$ cat config.mk
export PLATFORM = sky130hd
export DESIGN_NAME = flic_chunk_deframer_unit
export DESIGN_NICKNAME = d
export VERILOG_FILES = /design/src/hdl/fcd_pkg.sv /design/src/hdl/fcd_front.sv /design/src/hdl/fcd_queue.sv /design/src/hdl/fcd_back.sv /design/src/hdl/flic_chunk_deframer_unit.sv
export SDC_FILE = /design/constraint.sdc
export NUM_CORES = 1
export LEC_CHECK = 0
export ABC_AREA = 1
export CORE_MARGIN = 1.5
export CORE_UTILIZATION = 24
export CTS_CLUSTER_DIAMETER = 30
export DETAILED_ROUTE_END_ITERATION = 7
export DONT_BUFFER_PORTS = 1
export PLACE_DENSITY = 0.33
export RECOVER_POWER = 25
export SLEW_MARGIN = 20
export SYNTH_ARGS = -nofsm -noshare
export SYNTH_HDL_FRONTEND = slang
export SYNTH_SLANG_ARGS = --single-unit
$ cat constraint.sdc
create_clock -name clk -period 14.02 [get_ports clk]
set_input_delay 3.505 -clock clk [delete_from_list [all_inputs] [get_ports clk]]
set_output_delay 3.505 -clock clk [all_outputs]
set_load 0.05 [all_outputs]
$ cat src/hdl/fcd_pkg.sv
// ----------------------------------------------------------------------------
// fcd_pkg
// Shared types and constants of the chunk deframer.
// ----------------------------------------------------------------------------
package fcd_pkg;

  typedef enum logic [1:0] {
    PH_COLLECT = 2'd0,
    PH_VIDEO   = 2'd1,
    PH_AUDIO   = 2'd2,
    PH_SKIP    = 2'd3
  } phase_t;

  localparam logic [1:0] ST_BYTE  = 2'd0;
  localparam logic [1:0] ST_EMPTY = 2'd1;
  localparam logic [1:0] ST_CLEAN = 2'd2;
  localparam logic [1:0] ST_TRUNC = 2'd3;

  localparam logic [15:0] MAGIC_VIDEO_A = 16'hF1FA;
  localparam logic [15:0] MAGIC_VIDEO_B = 16'hF5FA;
  localparam logic [15:0] MAGIC_AUDIO   = 16'hAAAA;

  localparam logic [31:0] PREAMBLE_LEN  = 32'd6;
  localparam logic [31:0] AUDIO_SUB_LEN = 32'd10;
  localparam int unsigned PRE_STORED    = 5;
  localparam logic [2:0]  PRE_LAST_IDX  = 3'd5;
  localparam logic [2:0]  BURST_LAST    = 3'd5;

  // One queue entry: a single result, or a burst of six preamble bytes.
  typedef struct packed {
    logic                  burst;
    logic [1:0]            status;
    logic [7:0]            data;
    logic                  audio;
    logic                  first;
    logic                  last;
    logic                  key;
    logic [31:0]           fn;
    logic [31:0]           size;
    logic [4:0][7:0]       pre;
  } cmd_t;

endpackage

$ cat src/hdl/fcd_front.sv
// ----------------------------------------------------------------------------
// fcd_front
// Chunk parser: collects preambles, classifies chunks and queues results.
// ----------------------------------------------------------------------------
module fcd_front (
  input  logic          clk,
  input  logic          rst_n,
  input  logic          in_valid,
  output logic          in_stall,
  input  logic          in_kind,
  input  logic [7:0]    in_data,
  input  logic          q_full,
  output logic          q_push,
  output fcd_pkg::cmd_t q_cmd
);

  fcd_pkg::phase_t phase_r, phase_nxt;
  logic [7:0]  pre_r [fcd_pkg::PRE_STORED];
  logic [2:0]  pre_cnt_r, pre_cnt_nxt;
  logic [31:0] rem_r, rem_nxt;
  logic [31:0] clen_r, clen_nxt;
  logic        in_audio_r, in_audio_nxt;
  logic [31:0] vfc_r, vfc_nxt;

  logic        acc;
  logic        pre_done;
  logic [31:0] size_w;
  logic [15:0] magic_w;
  logic        is_video;
  logic        is_audio;
  logic        size_gt6;
  logic        rem_le1;
  logic [31:0] cur_fn;

  assign in_stall = q_full;
  assign acc      = in_valid && !in_stall;
  assign pre_done = (pre_cnt_r == fcd_pkg::PRE_LAST_IDX);
  assign size_w   = {pre_r[3], pre_r[2], pre_r[1], pre_r[0]};
  assign magic_w  = {in_data, pre_r[4]};
  assign size_gt6 = (size_w > fcd_pkg::PREAMBLE_LEN);
  assign is_video = ((magic_w == fcd_pkg::MAGIC_VIDEO_A) ||
                     (magic_w == fcd_pkg::MAGIC_VIDEO_B)) && size_gt6;
  assign is_audio = (magic_w == fcd_pkg::MAGIC_AUDIO);
  assign rem_le1  = (rem_r <= 32'd1);
  assign cur_fn   = vfc_r - 32'd1;

  // next phase
  always_comb begin
    phase_nxt = phase_r;
    if (acc) begin
      if (in_kind) begin
        phase_nxt = fcd_pkg::PH_COLLECT;
      end else begin
        case (phase_r)
          fcd_pkg::PH_COLLECT: begin
            if (pre_done) begin
              if (is_video) begin
                phase_nxt = fcd_pkg::PH_VIDEO;
              end else if (is_audio || size_gt6) begin
                phase_nxt = fcd_pkg::PH_SKIP;
              end else begin
                phase_nxt = fcd_pkg::PH_COLLECT;
              end
            end
          end
          fcd_pkg::PH_VIDEO, fcd_pkg::PH_AUDIO: begin
            if (rem_le1) begin
              phase_nxt = fcd_pkg::PH_COLLECT;
            end
          end
          fcd_pkg::PH_SKIP: begin
            if (rem_le1) begin
              if (in_audio_r && (clen_r != 32'd0)) begin
                phase_nxt = fcd_pkg::PH_AUDIO;
              end else begin
                phase_nxt = fcd_pkg::PH_COLLECT;
              end
            end
          end
          default: phase_nxt = fcd_pkg::PH_COLLECT;
        endcase
      end
    end
  end

  // datapath and queue outputs
  always_comb begin
    pre_cnt_nxt  = pre_cnt_r;
    rem_nxt      = rem_r;
    clen_nxt     = clen_r;
    in_audio_nxt = in_audio_r;
    vfc_nxt      = vfc_r;
    q_push       = 1'b0;
    q_cmd        = '0;
    q_cmd.pre    = {pre_r[4], pre_r[3], pre_r[2], pre_r[1], pre_r[0]};
    if (acc) begin
      if (in_kind) begin
        q_push       = 1'b1;
        q_cmd.status = ((phase_r == fcd_pkg::PH_COLLECT) && (pre_cnt_r == 3'd0)) ?
                       fcd_pkg::ST_CLEAN : fcd_pkg::ST_TRUNC;
        pre_cnt_nxt  = 3'd0;
        rem_nxt      = 32'd0;
        in_audio_nxt = 1'b0;
      end else begin
        case (phase_r)
          fcd_pkg::PH_COLLECT: begin
            if (!pre_done) begin
              pre_cnt_nxt = pre_cnt_r + 3'd1;
            end else begin
              pre_cnt_nxt = 3'd0;
              if (is_video) begin
                q_push       = 1'b1;
                q_cmd.burst  = 1'b1;
                q_cmd.status = fcd_pkg::ST_BYTE;
                q_cmd.data   = in_data;
                q_cmd.key    = (vfc_r == 32'd0);
                q_cmd.fn     = vfc_r;
                q_cmd.size   = size_w;
                vfc_nxt      = vfc_r + 32'd1;
                clen_nxt     = size_w;
                rem_nxt      = size_w - fcd_pkg::PREAMBLE_LEN;
                in_audio_nxt = 1'b0;
              end else if (is_audio) begin
                clen_nxt     = size_w;
                rem_nxt      = fcd_pkg::AUDIO_SUB_LEN;
                in_audio_nxt = 1'b1;
              end else begin
                in_audio_nxt = 1'b0;
                if (size_gt6) begin
                  rem_nxt = size_w - fcd_pkg::PREAMBLE_LEN;
                end
              end
            end
          end
          fcd_pkg::PH_VIDEO: begin
            q_push       = 1'b1;
            q_cmd.status = fcd_pkg::ST_BYTE;
            q_cmd.data   = in_data;
            q_cmd.last   = rem_le1;
            q_cmd.key    = (cur_fn == 32'd0);
            q_cmd.fn     = cur_fn;
            q_cmd.size   = clen_r;
            rem_nxt      = rem_le1 ? 32'd0 : rem_r - 32'd1;
          end
          fcd_pkg::PH_AUDIO: begin
            q_push       = 1'b1;
            q_cmd.status = fcd_pkg::ST_BYTE;
            q_cmd.data   = in_data;
            q_cmd.audio  = 1'b1;
            q_cmd.first  = (rem_r == clen_r);
            q_cmd.last   = rem_le1;
            q_cmd.key    = 1'b1;
            q_cmd.size   = clen_r;
            rem_nxt      = rem_le1 ? 32'd0 : rem_r - 32'd1;
            if (rem_le1) begin
              in_audio_nxt = 1'b0;
            end
          end
          fcd_pkg::PH_SKIP: begin
            if (!rem_le1) begin
              rem_nxt = rem_r - 32'd1;
            end else begin
              rem_nxt = 32'd0;
              if (in_audio_r) begin
                if (clen_r == 32'd0) begin
                  q_push       = 1'b1;
                  q_cmd.status = fcd_pkg::ST_EMPTY;
                  q_cmd.audio  = 1'b1;
                  q_cmd.first  = 1'b1;
                  q_cmd.last   = 1'b1;
                  q_cmd.key    = 1'b1;
                  in_audio_nxt = 1'b0;
                end else begin
                  rem_nxt = clen_r;
                end
              end
            end
          end
          default: ;
        endcase
      end
    end
  end

  always_ff @(posedge clk) begin
    if (!rst_n) begin
      phase_r    <= fcd_pkg::PH_COLLECT;
      pre_cnt_r  <= 3'd0;
      rem_r      <= 32'd0;
      clen_r     <= 32'd0;
      in_audio_r <= 1'b0;
      vfc_r      <= 32'd0;
    end else begin
      phase_r    <= phase_nxt;
      pre_cnt_r  <= pre_cnt_nxt;
      rem_r      <= rem_nxt;
      clen_r     <= clen_nxt;
      in_audio_r <= in_audio_nxt;
      vfc_r      <= vfc_nxt;
    end
  end

  always_ff @(posedge clk) begin
    if (acc && !in_kind && (phase_r == fcd_pkg::PH_COLLECT) && !pre_done) begin
      pre_r[pre_cnt_r] <= in_data;
    end
  end

endmodule

$ cat src/hdl/fcd_queue.sv
// ----------------------------------------------------------------------------
// fcd_queue
// Short register queue of parser commands between front and back.
// ----------------------------------------------------------------------------
module fcd_queue #(
  parameter int unsigned DEPTH = 4
) (
  input  logic          clk,
  input  logic          rst_n,
  input  logic          push,
  input  fcd_pkg::cmd_t push_cmd,
  input  logic          pop,
  output logic          full,
  output logic          head_valid,
  output fcd_pkg::cmd_t head_cmd
);

  localparam int unsigned PW = (DEPTH > 1) ? $clog2(DEPTH) : 1;
  localparam int unsigned CW = $clog2(DEPTH + 1);
  localparam logic [PW-1:0] PTR_LAST = PW'(DEPTH - 1);
  localparam logic [CW-1:0] CNT_FULL = CW'(DEPTH);

  fcd_pkg::cmd_t   mem_r [DEPTH];
  logic [PW-1:0]   wr_ptr_r, wr_ptr_nxt;
  logic [PW-1:0]   rd_ptr_r, rd_ptr_nxt;
  logic [CW-1:0]   cnt_r, cnt_nxt;
  logic            do_push;
  logic            do_pop;

  assign full       = (cnt_r == CNT_FULL);
  assign head_valid = (cnt_r != '0);
  assign head_cmd   = mem_r[rd_ptr_r];
  assign do_push    = push && !full;
  assign do_pop     = pop && head_valid;

  always_comb begin
    wr_ptr_nxt = wr_ptr_r;
    rd_ptr_nxt = rd_ptr_r;
    cnt_nxt    = cnt_r;
    if (do_push) begin
      wr_ptr_nxt = (wr_ptr_r == PTR_LAST) ? '0 : wr_ptr_r + PW'(1);
    end
    if (do_pop) begin
      rd_ptr_nxt = (rd_ptr_r == PTR_LAST) ? '0 : rd_ptr_r + PW'(1);
    end
    if (do_push && !do_pop) begin
      cnt_nxt = cnt_r + CW'(1);
    end else if (!do_push && do_pop) begin
      cnt_nxt = cnt_r - CW'(1);
    end
  end

  always_ff @(posedge clk) begin
    if (!rst_n) begin
      wr_ptr_r <= '0;
      rd_ptr_r <= '0;
      cnt_r    <= '0;
    end else begin
      wr_ptr_r <= wr_ptr_nxt;
      rd_ptr_r <= rd_ptr_nxt;
      cnt_r    <= cnt_nxt;
    end
  end

  always_ff @(posedge clk) begin
    if (do_push) begin
      mem_r[wr_ptr_r] <= push_cmd;
    end
  end

`ifndef SYNTH
  a_cnt_bound : assert property (@(posedge clk) disable iff (!rst_n)
    cnt_r <= CNT_FULL)
    else $error("queue count above depth");

  a_ptr_gap : assert property (@(posedge clk) disable iff (!rst_n)
    (cnt_r == '0 || cnt_r == CNT_FULL) |-> (wr_ptr_r == rd_ptr_r))
    else $error("queue pointers disagree with count");

  a_no_push_full : assert property (@(posedge clk) disable iff (!rst_n)
    push |-> !full)
    else $error("push into a full queue");
`endif

endmodule

$ cat src/hdl/fcd_back.sv
// ----------------------------------------------------------------------------
// fcd_back
// Expands queued commands into results and holds the output register.
// ----------------------------------------------------------------------------
module fcd_back (
  input  logic          clk,
  input  logic          rst_n,
  input  logic          head_valid,
  input  fcd_pkg::cmd_t head_cmd,
  output logic          pop,
  output logic          out_valid,
  input  logic          out_stall,
  output logic [1:0]    out_status,
  output logic [7:0]    out_byte_out,
  output logic          out_stream_is_audio,
  output logic          out_first_of_packet,
  output logic          out_last_of_packet,
  output logic          out_keyframe,
  output logic [31:0]   out_frame_idx,
  output logic [31:0]   out_packet_size
);

  logic        out_valid_r, out_valid_nxt;
  logic [2:0]  beat_r, beat_nxt;
  logic        load;
  logic        beat_end;
  logic [7:0]  beat_byte;

  logic [1:0]  status_r;
  logic [7:0]  byte_r;
  logic        audio_r;
  logic        first_r;
  logic        last_r;
  logic        key_r;
  logic [31:0] fn_r;
  logic [31:0] size_r;

  assign load     = head_valid && (!out_valid_r || !out_stall);
  assign beat_end = !head_cmd.burst || (beat_r == fcd_pkg::BURST_LAST);
  assign pop      = load && beat_end;

  always_comb begin
    beat_byte = head_cmd.data;
    if (head_cmd.burst && (beat_r != fcd_pkg::BURST_LAST)) begin
      beat_byte = head_cmd.pre[beat_r];
    end
  end

  always_comb begin
    out_valid_nxt = out_valid_r;
    beat_nxt      = beat_r;
    if (load) begin
      out_valid_nxt = 1'b1;
      beat_nxt      = beat_end ? 3'd0 : beat_r + 3'd1;
    end else if (!out_stall) begin
      out_valid_nxt = 1'b0;
    end
  end

  always_ff @(posedge clk) begin
    if (!rst_n) begin
      out_valid_r <= 1'b0;
      beat_r      <= 3'd0;
    end else begin
      out_valid_r <= out_valid_nxt;
      beat_r      <= beat_nxt;
    end
  end

  always_ff @(posedge clk) begin
    if (load) begin
      status_r <= head_cmd.status;
      byte_r   <= beat_byte;
      audio_r  <= head_cmd.audio;
      first_r  <= head_cmd.burst ? (beat_r == 3'd0) : head_cmd.first;
      last_r   <= head_cmd.last;
      key_r    <= head_cmd.key;
      fn_r     <= head_cmd.fn;
      size_r   <= head_cmd.size;
    end
  end

  assign out_valid           = out_valid_r;
  assign out_status          = status_r;
  assign out_byte_out        = byte_r;
  assign out_stream_is_audio = audio_r;
  assign out_first_of_packet = first_r;
  assign out_last_of_packet  = last_r;
  assign out_keyframe        = key_r;
  assign out_frame_idx       = fn_r;
  assign out_packet_size     = size_r;

`ifndef SYNTH
  a_beat_on_burst : assert property (@(posedge clk) disable iff (!rst_n)
    (beat_r != 3'd0) |-> (head_valid && head_cmd.burst))
    else $error("burst beat without burst at queue head");

  a_beat_bound : assert property (@(posedge clk) disable iff (!rst_n)
    beat_r <= fcd_pkg::BURST_LAST)
    else $error("burst beat out of range");

  a_stall_hold : assert property (@(posedge clk) disable iff (!rst_n)
    (out_valid_r && out_stall) |=>
      (out_valid_r && $stable(byte_r) && $stable(status_r)))
    else $error("stalled result changed");
`endif

endmodule

$ cat src/hdl/flic_chunk_deframer_unit.sv
// ----------------------------------------------------------------------------
// flic_chunk_deframer_unit
// Chunk demultiplexer for the byte stream following a FLIC file header.
// ----------------------------------------------------------------------------
// Input channel (in_*): one stream byte per transfer (in_kind 0) or an end of
// stream marker (in_kind 1). Output channel (out_*): one result per transfer,
// payload bytes of video and audio packets, empty audio packets and end
// reports. Both channels transfer when valid is high and stall is low.
// The parser takes one byte per cycle while in_stall is low and writes at
// most one command per byte to a short queue; a video preamble becomes one
// burst command that the back end plays out as six results, so sustained
// output is one result per cycle while out_stall is low, set by the single
// output register. A result is registered in a queue entry and then in the
// output register before it is presented. A stalled output holds its
// register; the queue then fills and in_stall rises once it holds
// QUEUE_DEPTH commands. The default depth of eight covers the backlog of a
// video preamble burst, so in_stall stays low while the output flows. Reset
// empties the queue, drops the output and returns the parser to preamble
// collection with the video frame count at zero.
// ----------------------------------------------------------------------------
module flic_chunk_deframer_unit #(
  parameter int unsigned QUEUE_DEPTH = 8
) (
  input  logic        clk,
  input  logic        rst_n,
  input  logic        in_valid,
  output logic        in_stall,
  input  logic        in_kind,
  input  logic [7:0]  in_data,
  output logic        out_valid,
  input  logic        out_stall,
  output logic [1:0]  out_status,
  output logic [7:0]  out_byte_out,
  output logic        out_stream_is_audio,
  output logic        out_first_of_packet,
  output logic        out_last_of_packet,
  output logic        out_keyframe,
  output logic [31:0] out_frame_idx,
  output logic [31:0] out_packet_size
);

  logic          q_full;
  logic          q_push;
  fcd_pkg::cmd_t q_cmd;
  logic          q_pop;
  logic          q_head_valid;
  fcd_pkg::cmd_t q_head;

  fcd_front u_front (
    .clk      (clk),
    .rst_n    (rst_n),
    .in_valid (in_valid),
    .in_stall (in_stall),
    .in_kind  (in_kind),
    .in_data  (in_data),
    .q_full   (q_full),
    .q_push   (q_push),
    .q_cmd    (q_cmd)
  );

  fcd_queue #(
    .DEPTH (QUEUE_DEPTH)
  ) u_queue (
    .clk        (clk),
    .rst_n      (rst_n),
    .push       (q_push),
    .push_cmd   (q_cmd),
    .pop        (q_pop),
    .full       (q_full),
    .head_valid (q_head_valid),
    .head_cmd   (q_head)
  );

  fcd_back u_back (
    .clk                 (clk),
    .rst_n               (rst_n),
    .head_valid          (q_head_valid),
    .head_cmd            (q_head),
    .pop                 (q_pop),
    .out_valid           (out_valid),
    .out_stall           (out_stall),
    .out_status          (out_status),
    .out_byte_out        (out_byte_out),
    .out_stream_is_audio (out_stream_is_audio),
    .out_first_of_packet (out_first_of_packet),
    .out_last_of_packet  (out_last_of_packet),
    .out_keyframe        (out_keyframe),
    .out_frame_idx       (out_frame_idx),
    .out_packet_size     (out_packet_size)
  );

endmodule

### After elaboration in Yosys (flattened, before gate mapping)

Memory sizes are Yosys's and may differ from the RTL's. A register that Yosys moved wholly into a read port is not among the register bits.
Cells that the tools add are included.

| storage, ports and cells | value |
|---|---|
| output and inout bits | 80 |
| flip-flop bits (word level) | 194 |
| input bits | 13 |
| RAM bits | 992 |
| memories | 2 |

| operators by class | value |
|---|---|
| reductions and logical operators | 45 |
| bitwise operators | 1 |
| eq/ne operators | 19 |
| $add $sub $neg | 10 |
| $lt $le $gt $ge | 3 |
| mux-type cells | 80 |

Memories:

| memory | words | bits a word | read ports | clocked after memory_dff | write ports | line | text |
|---|---|---|---|---|---|---|---|
| u_queue.mem_r | 8 | 119 | 1 | 1 | 1 | fcd_queue.sv:23 | `fcd_pkg::cmd_t mem_r [DEPTH];` |
| u_front.pre_r | 5 | 8 | 5 | 0 | 1 | fcd_front.sv:18 | `logic [7:0] pre_r [fcd_pkg::PRE_STORED];` |

Operators with widths:

| kind | number |
|---|---|
| 2-to-1 mux 32 bit | 11 |
| 2-to-1 mux 65 bit | 2 |
| one-hot mux 32 bit (2 select lines) | 2 |
| zero test 32 bit | 3 |
| one-hot mux 32 bit (3 select lines) | 1 |
| 2-to-1 mux 79 bit | 1 |
| 2-to-1 mux 76 bit | 1 |
| subtractor 32 x 1 -> 32 bit, second input constant | 2 |
| equality test 16 bit, second input constant | 3 |
| adder 32 x 1 -> 32 bit, second input constant | 1 |
| equality test 32 bit | 1 |
| greater-than comparator 32 x 3 -> 1 bit, second input constant | 1 |
| less-or-equal comparator 32 x 1 -> 1 bit, second input constant | 1 |
| nonzero test 32 bit | 1 |
| subtractor 32 x 3 -> 32 bit, second input constant | 1 |
| 2-to-1 mux 1 bit | 26 |
| binary-select mux 8 bit (select 3 bit) | 1 |
| 2-to-1 mux 3 bit | 8 |
| 2-to-1 mux 11 bit | 2 |
| 2-to-1 mux 2 bit | 10 |
| 2-to-1 mux 4 bit | 5 |
| 2-to-1 mux 8 bit | 2 |
| one-hot mux 8 bit (2 select lines) | 1 |
| AND reduction 5 bit | 3 |
| 30 further kinds | 68 |

### Logic depth before layout (Yosys ltp)

Gate-level depths: netlist of the first run.
An unclocked memory read counts as a cell.

| logic depth | value |
|---|---|
| depth after elaboration | 14 |
| gate-level depth with buffers | 22 |
| depth with buffers taken out | 22 |

### Hierarchy

Synthesis of the first run repeated with hierarchy kept, for this count alone.

| unflattened totals | value |
|---|---|
| cells, all modules | 5413 |
| area total of the unflattened synthesis | 53603.9 µm² |

Modules (own cells, without submodules):

| module | cells an instance | seq. area each (µm²) | times used | area an instance (µm²) |
|---|---|---|---|---|
| fcd_queue | 3258 | 28847.7 | 1 | 38612.0 |
| fcd_front | 1900 | 3243.1 | 1 | 11778.8 |
| fcd_back | 255 | 2422.3 | 1 | 3213.1 |

### Worst setup path after synthesis of the first run

Ideal clock, no wire load.

| timing path | value |
|---|---|
| path type | input to register |
| start | in in_data[1] |
| end | mem u_queue.mem_r[0][0] (netlist name), enable pin |
| path buffers | 0 |
| setup slack | 3845 ps |
| library setup time | 598 ps |
| data arrival time | 9576 ps |
| cell stages on the path | 10 |
| required time | 13422 ps |
| cell sequence | inv_1 -> nand2_1 -> nor2_1 -> nand4_1 -> nor2_1 -> nand3_2 -> nand2_1 -> nand2_1 -> or2_1 -> nor2_1 |

| between the ends | value |
|---|---|
| word-level cells in the longest chain between the ends | 11 |
| elaborated cells on any way between the ends | 12 |
| those cells by class | eq/ne (2); mux (7); reduce/logical (3) |

RTL lines:

| item | line | text |
|---|---|---|
| start: declaration | flic_chunk_deframer_unit.sv:29 | `input logic [7:0] in_data,` |
| equality test 16 bit (on tied branches) | fcd_front.sv:41, fcd_front.sv:42 |  |
| logical OR 1 bit (*) | fcd_front.sv:41 | `assign is_video = ((magic_w == fcd_pkg::MAGIC_VIDEO_A) \|\|` |
| logical AND 1 bit (*) | fcd_front.sv:42 | `(magic_w == fcd_pkg::MAGIC_VIDEO_B)) && size_gt6;` |
| 2-to-1 mux 1 bit (*) | fcd_front.sv:111 | `if (is_video) begin` |
| 2-to-1 mux 1 bit (*) | fcd_front.sv:107 | `if (!pre_done) begin` |
| one-hot mux 1 bit (3 select lines) (*) | fcd_front.sv:105 | `case (phase_r)` |
| 2-to-1 mux 1 bit (*) | fcd_front.sv:97 | `if (in_kind) begin` |
| 2-to-1 mux 1 bit (*) | fcd_front.sv:96 | `if (acc) begin` |
| logical AND 1 bit (*) | fcd_queue.sv:33 | `assign do_push = push && !full;` |
| 2-to-1 mux 1 bit (*) | fcd_queue.sv:66 | `if (do_push) begin` |
| 2-to-1 mux 1 bit (not written as such) (*) | fcd_queue.sv:67 | `mem_r[wr_ptr_r] <= push_cmd;` |
| end: declaration | fcd_queue.sv:23 |  |

Every way passes the cells marked *; elsewhere a longest branch is shown, timed or not.

==> results of run 1 <==
==> critical path, cell delays in order (launching register included) <==
cell        delay [ns]
dfxtp_1           1.04
clkinvlp_2        3.64
clkbuf_1          2.18
buf_4             0.86
nor2_1            0.17
o21ai_0           0.08
a31oi_1           0.57
==> final timing paths <==
path,slack [ns],cells past startpoint,end
hold reg to reg,0.49,2,u_queue.cnt_r[3]
setup reg to reg,5.02,6,u_back.out_packet_size[30]
setup / recovery,5.02,6,u_back.out_packet_size[30]
hold / removal,0.49,2,u_queue.cnt_r[3]
==> metrics by stage <==
stage	hold WS (ns)	cells	area (µm²)	power, µW
after floorplan	0.460	4675	50900	6340
after global placement	0.474	7289	54000	7330
after detailed placement	0.476	7289	54000	7310
after CTS	0.490	7918	65600	15100
after global routing	0.536	7919	65500	15500
final	0.491	7925	65500	14900
==> cell usage in the layout (no fill, tap or decap), drive strengths merged, types with 42 or more instances in the layout <==
cell	netlist	final
o22ai	144	144
edfxtp	1070	1070
o21ai	609	609
nand4	42	42
o221ai	44	44
a21oi	141	141
clkbuf	184	457
nor3	66	66
nand2	417	417
clkinv	4	128
dfxtp	119	119
a31oi	79	79
bufinv	0	44
inv	248	251
buf	85	56
xor2	53	53
nand3	237	237
nor2	1023	1023
==> cell families after synthesis <==
group | count (synthesis) | share of synthesized area
adder cells (fa/ha/maj) | 23 | 0.00580
XOR/XNOR | 61 | 0.0105
AO/OA/AOI/OAI | 1060 | 0.115
flip-flops | 1189 | 0.678
buffers and inverters | 521 | 0.0410
AND/OR/NAND/NOR | 1821 | 0.149
==> layout make-up <==
class	count	area (µm²)	share of cell area
antenna	7	17.5	0.000267
clock buffer	435	9470	0.145
clock inverter	194	2120	0.0324
inverter	252	962	0.0147
multi-input combinational	2965	14300	0.219
sequential	1189	34500	0.527
tap	2805	3510	0.0536
timing repair buffer	78	553	0.00844
==> metal layers <==
layer  vias to the layer above  GRT usage  part of all wire
met3                       276     0.0329             0.045
li1                      17200          -                 -
met2                       924      0.272              0.46
met4                         0     0.0518             0.024
met1                     18500      0.236              0.47
met5                         -          0                 0
==> power by group through the flow <==
stage	Combinational [µW]	Sequential (µW)	Clock (µW)
2_1_floorplan	1530	4810	0
3_3_place_gp	2440	4890	0
3_5_place_dp	2420	4890	0
4_1_cts	2430	4830	7870
5_1_grt	2620	4860	8070
6_report	2350	4840	7720
==> sequential cells by signal, indices dropped and copies added (netlist names), 4 cells and up, named ones only <==
signal,count
u_back.out_byte_out,8
u_back.out_frame_idx,32
u_back.out_packet_size,32
u_front.clen_r,32
u_front.pre_r,40
u_front.rem_r,32
u_front.vfc_r,32
u_queue.cnt_r,4
u_queue.mem_r,952
==> cells in the mapped netlist, types with 57 or more instances <==
cell and instances:
edfxtp_1 1070, nor2_1 1002, o21ai_0 598, nand2_1 409
inv_1 239, nand3_1 233, clkbuf_1 182, o22ai_1 144
a21oi_1 140, dfxtp_1 119, a31oi_1 79, nor3_1 60
buf_2 57
==> metrics.md, run 1 <==
| Metric | Value |
|---|---|
| DRC viols | 0 |
| Total die area | 0.215 mm² |
| Top Ports | 93 |
| Internal power | 10300 µW |
| Predominant post-synthesis flop cell | edfxtp_1 |
| Yosys warnings | 0 |
| Sum Neg Setup Slack | 0 ns |
| Placer Congestion | roughly 0.86 |
| Final period util | 0.642 |
| Fin. Hold Viols | 0 |
| Pwr/cell area | 228 mW/mm² |
| Worst slack, placed | 6.32 ns |
| Worst Setup Start Kind | flop |
| Crit-path max FO | slightly below 90 |
| Vias in the first global route | 37400 |
| CTS Sinks | ~1200 |
| Post-synth EDFFs | approximately 1100 |
| Sequential area share after synthesis | 0.678 |
| DPL Wire Length | 112000 µm |
| Yosys top cell by area | edfxtp_1 |
| Async SR Flop Fraction | 0 |
| Critical path arrival | 9.62 ns |
| RSZ-0062 raised after global routing | false |
| Rows | 168 |
| Post-CTS sizing | 0 |
| Switching power | 4600 µW |
| CTS H-tree depth | 5 |
| DRT iter0 DRCs | 2654 |
| Reg clk slew, reported paths | 0.04 ns |
| Status | complete, but fails checks |
| Vias | approximately 37000 |
| Number of CTS-inserted buffers | 356 |
| Clk pwr share | 0.518 |
| Maxcap violations | 7 |
| Syn Area/Cell | 10.9 µm² |
| Sw Share | 0.308 |
| Pins Over Slew Limit | 385 |
| Die extent in x | roughly 460 µm |
| Drt wl/cell | 23.8 µm |
| Number of vias per cell | 4.65 |
| Synthesized cell area | around 0.051 mm² |
| Mapped Cells | 4675 |
| Fmax | 111 MHz |
| Final wirelength | 188000 µm |
| Setup slack after layout | roughly 5 ns |
| Clock insertion delay at the later pin of the skew report | roughly 0.92 ns |
| Clk buf depth | 4 |
| Hold path start | u_queue.cnt_r[3] |
| Initial DRT Pass Iterations | 5 |
| Share of cells above drive strength 1 | 0.123 |
| Initial Util | 0.242 |
| Unique cell type count in the Yosys netlist | 52 |
| Port Buffers | 0 |
| Clock root buffer | clkbuf_16 |
| Maximum vdd drop | 0.138 mV |
| Setup violators final | 0 |
| Synth top area cells | edfxtp_1 63%, nor2_1 7.4%, o21ai_0 5.9% |
| Worst Skew | 0.0721 ns |
| Die height | 464 µm |
| DRT antenna net count | 0 |
| Nets | 4878 |
| Global-route wire length before repair | 270000 µm |
| Largest net degree at the start of global routing | 152 |
| Tightest Pin Transition | 4.27 ns |
| Core area | about 0.21 mm² |
| Global Route Usage Sum | 0.172 |
| Mapped Nets | between 4000 and 5000 |
| Fillers | 21500 |
| Hold Crit Class | flop to flop |
| Slew HR | -1.84 |
| Comb pwr share | 0.158 |
| Hold buffers post-CTS | 0 |
| Initial antenna violation count | 8 |
| Total grt overflow | 0 |
| Sequential Power Share | 0.324 |
| CP Class | flop to flop |
| Crit. End Element | flop |
| Data required time of the worst path | 14.64 ns |
| #FFs+latches synth | between 1000 and 1500 |
| TritonCTS clock tree | built |
| Static leakage | around 0.023 µW |
| Syn-to-layout area delta | 28.7% |
| Yosys top cell area share | 0.631 |
| Setup bufs post-CTS | 0 |
| Min cycle time layout | 9.00 ns |
| Failing checks | max-capacitance violations, max-slew violations |
| Final Util | 0.312 |
Power figures use the tool's default switching activity.
==> run 2, diff against run 1 <==
Settings changed: ABC_AREA 1 to 0.
Clock period 14.02 ns to 9.1 ns, I/O delays scaled along.
==> run 2 against run 1 <==
Compared with the run above: the run still ends with max-capacitance violations, max-slew violations left; worst hold slack improved by 0.025 ns; synthesized area shrank 4.1%; first-iteration DRC count fell by 31%; cell area fell by 3.7%; count of clock-buffer cells in the layout decreased by 69; setup slack got worse by 2.4 ns; routed wire length fell by 21%; via count fell by 25%; synthesized cell count decreased by 39%; largest cell class unchanged; largest power group unchanged.
==> metrics.md, run 2 <==
| Metric | Value |
|---|---|
| Status | complete, but fails checks |
| Failing checks | max-capacitance violations, max-slew violations |
| Worst-path cell chain | clkbuf_1, buf_4, mux4_2, mux4_2, mux2i_1, o221ai_1 |
| Die extent in x | 454 µm (-2.1%) |
| Synth top cells by count | 1070 x edfxtp_1, 254 x mux4_2, 139 x clkbuf_1 |
| Final wirelength | 149000 µm (-21%) |
| Total die area | 0.206 mm² (-4.1%) |
| Global-route wire length before repair | 213000 µm (-21%) |
| Die height | 454 µm (-2.1%) |
| Vias | 27600 (-25%) |
| Port Buffers | 0 (unchanged) |
| Routed met2 length | 69500 µm (-19%) |
| CP Class | flop to flop |
| Mapped Nets | 2881 (-39%) |
| Fmax | 153 MHz (+38%) |
| Hold buffers post-CTS | 0 (unchanged) |
| Crit-path max FO | 52 (-42%) |
| Final Hold Slack | 0.517 ns (+0.0254 ns) |
| Worst Setup Start Kind | flop |
| Largest registers | u_queue.mem_r x952, u_front.pre_r x40 |
| Placer Congestion | 0.825 (-4.2%) |
| Pins Over Slew Limit | 406 (+5.5%) |
| Yosys top cell by area | edfxtp_1 |
| Global Route Usage Sum | 0.144 (-0.0277) |
| Fin. Hold Viols | 0 (unchanged) |
| Initial Util | 0.241 (-0.000751) |
| Rows | 165 (-1.8%) |
| Biggest register | u_queue.mem_r |
| Sequential area share after synthesis | 0.707 (+0.0293) |
| Maximum vdd drop | 0.219 mV (+58%) |
| Number of CTS-inserted buffers | 324 (-9.0%) |
| Drt wl/cell | 24.9 µm (+4.6%) |
| Worst Hold Path Cells | 2 (unchanged) |
| Slowest stage delay, CP | 2.71 ns (-0.93 ns) |
| Largest net degree at the start of global routing | 156 (+2.6%) |
| Worst Hold Path EP | u_front.rem_r[22] |
| Clock insertion delay at the later pin of the skew report | 0.93 ns (about the same) |
| Slowest CP cell | clkbuf_1 |
| R2R Setup Slk | 2.58 ns (-2.44 ns) |
| TritonCTS clock tree | built |
| Tot Pwr | 21200 µW (+42%) |
| Predominant post-synthesis flop cell | edfxtp_1 |
| Share of cells above drive strength 1 | 0.274 (+0.151) |
| Crit. End Element | flop |
| DRT antenna net count | 0 (unchanged) |
| Yosys top cell area share | 0.658 (+0.0273) |
| Initial DRT Pass Iterations | 5 (unchanged) |
| Most frequent cells in the layout | 1070 x edfxtp_1, 329 x clkbuf_16, 254 x mux4_2, 130 x nor2_1 |
| M1 WL | 66900 µm (-25%) |
| Worst Skew | 0.0895 ns (+0.0174 ns) |
| DRT iter0 DRCs | 1844 (-31%) |
| DRC viols | 0 (unchanged) |
| Pwr/cell area | 336 mW/mm² (+47%) |
| Setup bufs post-CTS | 0 (unchanged) |
| CTS Sinks | 1189 (unchanged) |
| Setup violators final | 0 (unchanged) |
| DR top layer | met4 |
| Post-synth EDFFs | 1070 (unchanged) |
| Static leakage | 0.0196 µW (-15%) |
| Yosys warnings | 0 (unchanged) |
| Unique cell type count in the Yosys netlist | 71 (+37%) |
| Core area | 0.202 mm² (-3.8%) |
| Routed length on met3 | 7340 µm (-13%) |
| CTS H-tree depth | 5 (unchanged) |
| Data required time of the worst path | 9.69 ns (-4.95 ns) |
| Maxcap violations | 11 (+4) |
| Commonest non-fill, non-tap cell in the layout | edfxtp_1 |
| Max reg flops | 952 (unchanged) |
| Top Ports | 93 (unchanged) |
| Clk buf depth | 4 (unchanged) |
| Total grt overflow | 0 (unchanged) |
| Mapped Cells | 2845 (-39%) |
| #FFs+latches synth | 1189 (unchanged) |
| Slew HR | -1.64 (+0.203) |
| Most frequent CP cell | mux4_2 |
| Async SR Flop Fraction | 0 (unchanged) |
| Number of vias per cell | 4.62 (-0.55%) |
| Worst reg2reg endpoint | u_back.out_byte_out[0] |
| Hold Crit Class | flop to flop |
| Final period util | 0.716 (+0.0742) |
| Initial antenna violation count | 10 (+2) |
| Synthesized cell area | 0.0488 mm² (-4.1%) |
| Clock root buffer | clkbuf_16 |
| Syn-to-layout area delta | 29.2% |
| Synth top area cells | edfxtp_1 66%, mux4_2 12%, dfxtp_1 4.9% |
| Reg clk slew, reported paths | 0.04 ns (about the same) |
| Min cycle time layout | 6.52 ns (-2.48 ns) |
| Nets | 3090 (-37%) |
| Syn Area/Cell | 17.2 µm² (+58%) |
| Post-CTS sizing | 0 (unchanged) |
| Fillers | 19600 (-8.5%) |
| DPL Wire Length | 88000 µm (-21%) |
| Hold path start | u_front.rem_r[22] |
| Most numerous cell in the Yosys netlist | edfxtp_1 |
| RSZ-0062 raised after global routing | false |
| Reg2Reg Depth | 6 (unchanged) |
| Vias in the first global route | 29700 (-21%) |
| Critical path arrival | 7.10 ns (-2.52 ns) |
| Tightest Pin Transition | 3.96 ns (-0.305 ns) |
-- run 2: changes by cell type after synthesis, sizes merged, moves of 67 or more --
| cell | before | now |
|---|---|---|
| nor2 | 1023 | 131 |
| mux2 | 0 | 70 |
| a31oi | 79 | 11 |
| inv | 248 | 29 |
| o21ai | 609 | 120 |
| nand3 | 237 | 81 |
| mux4 | 0 | 254 |
| a21oi | 141 | 74 |
| o22ai | 144 | 6 |
| nand2 | 417 | 113 |
-- run 2: cell families after synthesis --
| family | count (synthesis) | share of synthesized area |
|---|---|---|
| adder cells (fa/ha/maj) | 23 | 0.00605 |
| AND/OR/NAND/NOR | 609 | 0.0651 |
| XOR/XNOR | 108 | 0.0194 |
| multiplexers | 356 | 0.140 |
| buffers and inverters | 215 | 0.0174 |
| AO/OA/AOI/OAI | 345 | 0.0448 |
| flip-flops | 1189 | 0.707 |
-- run 2: final cells by class --
class	count	area, µm²	share of cell area
inverter	29	109	0.00173
sequential	1189	34500	0.548
multi-input combinational	1441	13500	0.215
timing repair buffer	69	541	0.00857
clock buffer	366	8490	0.135
antenna	3	7.51	0.000119
clock inverter	208	2490	0.0395
tap	2672	3340	0.0530
-- run 2: layer usage --
metal	GRT usage	vias up
met5	0	-
met4	0.0580	0
met3	0.0340	285
met2	0.226	815
met1	0.190	14500
li1	-	12000
-- run 2: stage by stage --
| step | instance area (µm²) | setup TNS, ns | worst slack, ns | cells | util |
|---|---|---|---|---|---|
| final | 63100 | 0 | 2.58 | 5977 | 0.312 |
| after global routing | 63100 | 0 | 1.86 | 5975 | 0.312 |
| after CTS | 63200 | 0 | 4.04 | 5974 | 0.313 |
| after detailed placement | 52200 | 0 | 3.08 | 5400 | 0.258 |
| after global placement | 52200 | 0 | 3.14 | 5400 | 0.258 |
| after floorplan | 48800 | -1930.94 | -3.52 | 2845 | - |
-- run 2: worst max path at each step --
| stage | from | slack, ns | cells past startpoint | end |
|---|---|---|---|---|
| 2_1_floorplan | in_data[1] | -3.52 | 5 | u_queue.mem_r[6][0] |
| 3_3_place_gp | in_data[4] | 3.14 | 7 | u_front.rem_r[30] |
| 3_5_place_dp | in_data[4] | 3.08 | 7 | u_front.rem_r[21] |
| 4_1_cts | in_data[4] | 4.04 | 7 | u_front.rem_r[21] |
| 5_1_grt | flop | 1.86 | 5 | u_back.out_packet_size[19] |
| 6_report | flop | 2.58 | 6 | u_back.out_byte_out[0] |
-- run 2: power breakdown --
group / switching [µW] / internal, µW / total, µW
logic: 1400 / 1060 / 2460
clock network: 3300 / 8060 / 11400
registers: 915 / 6440 / 7350
total: 5620 / 15600 / 21200
-- run 2: worst max-delay path: cells and delay by family (launching register included) --
family	cells	cell delay, ns
buf+inv	2	3.74
mux	3	1.35
flops	1	0.62
compound gates	1	0.32
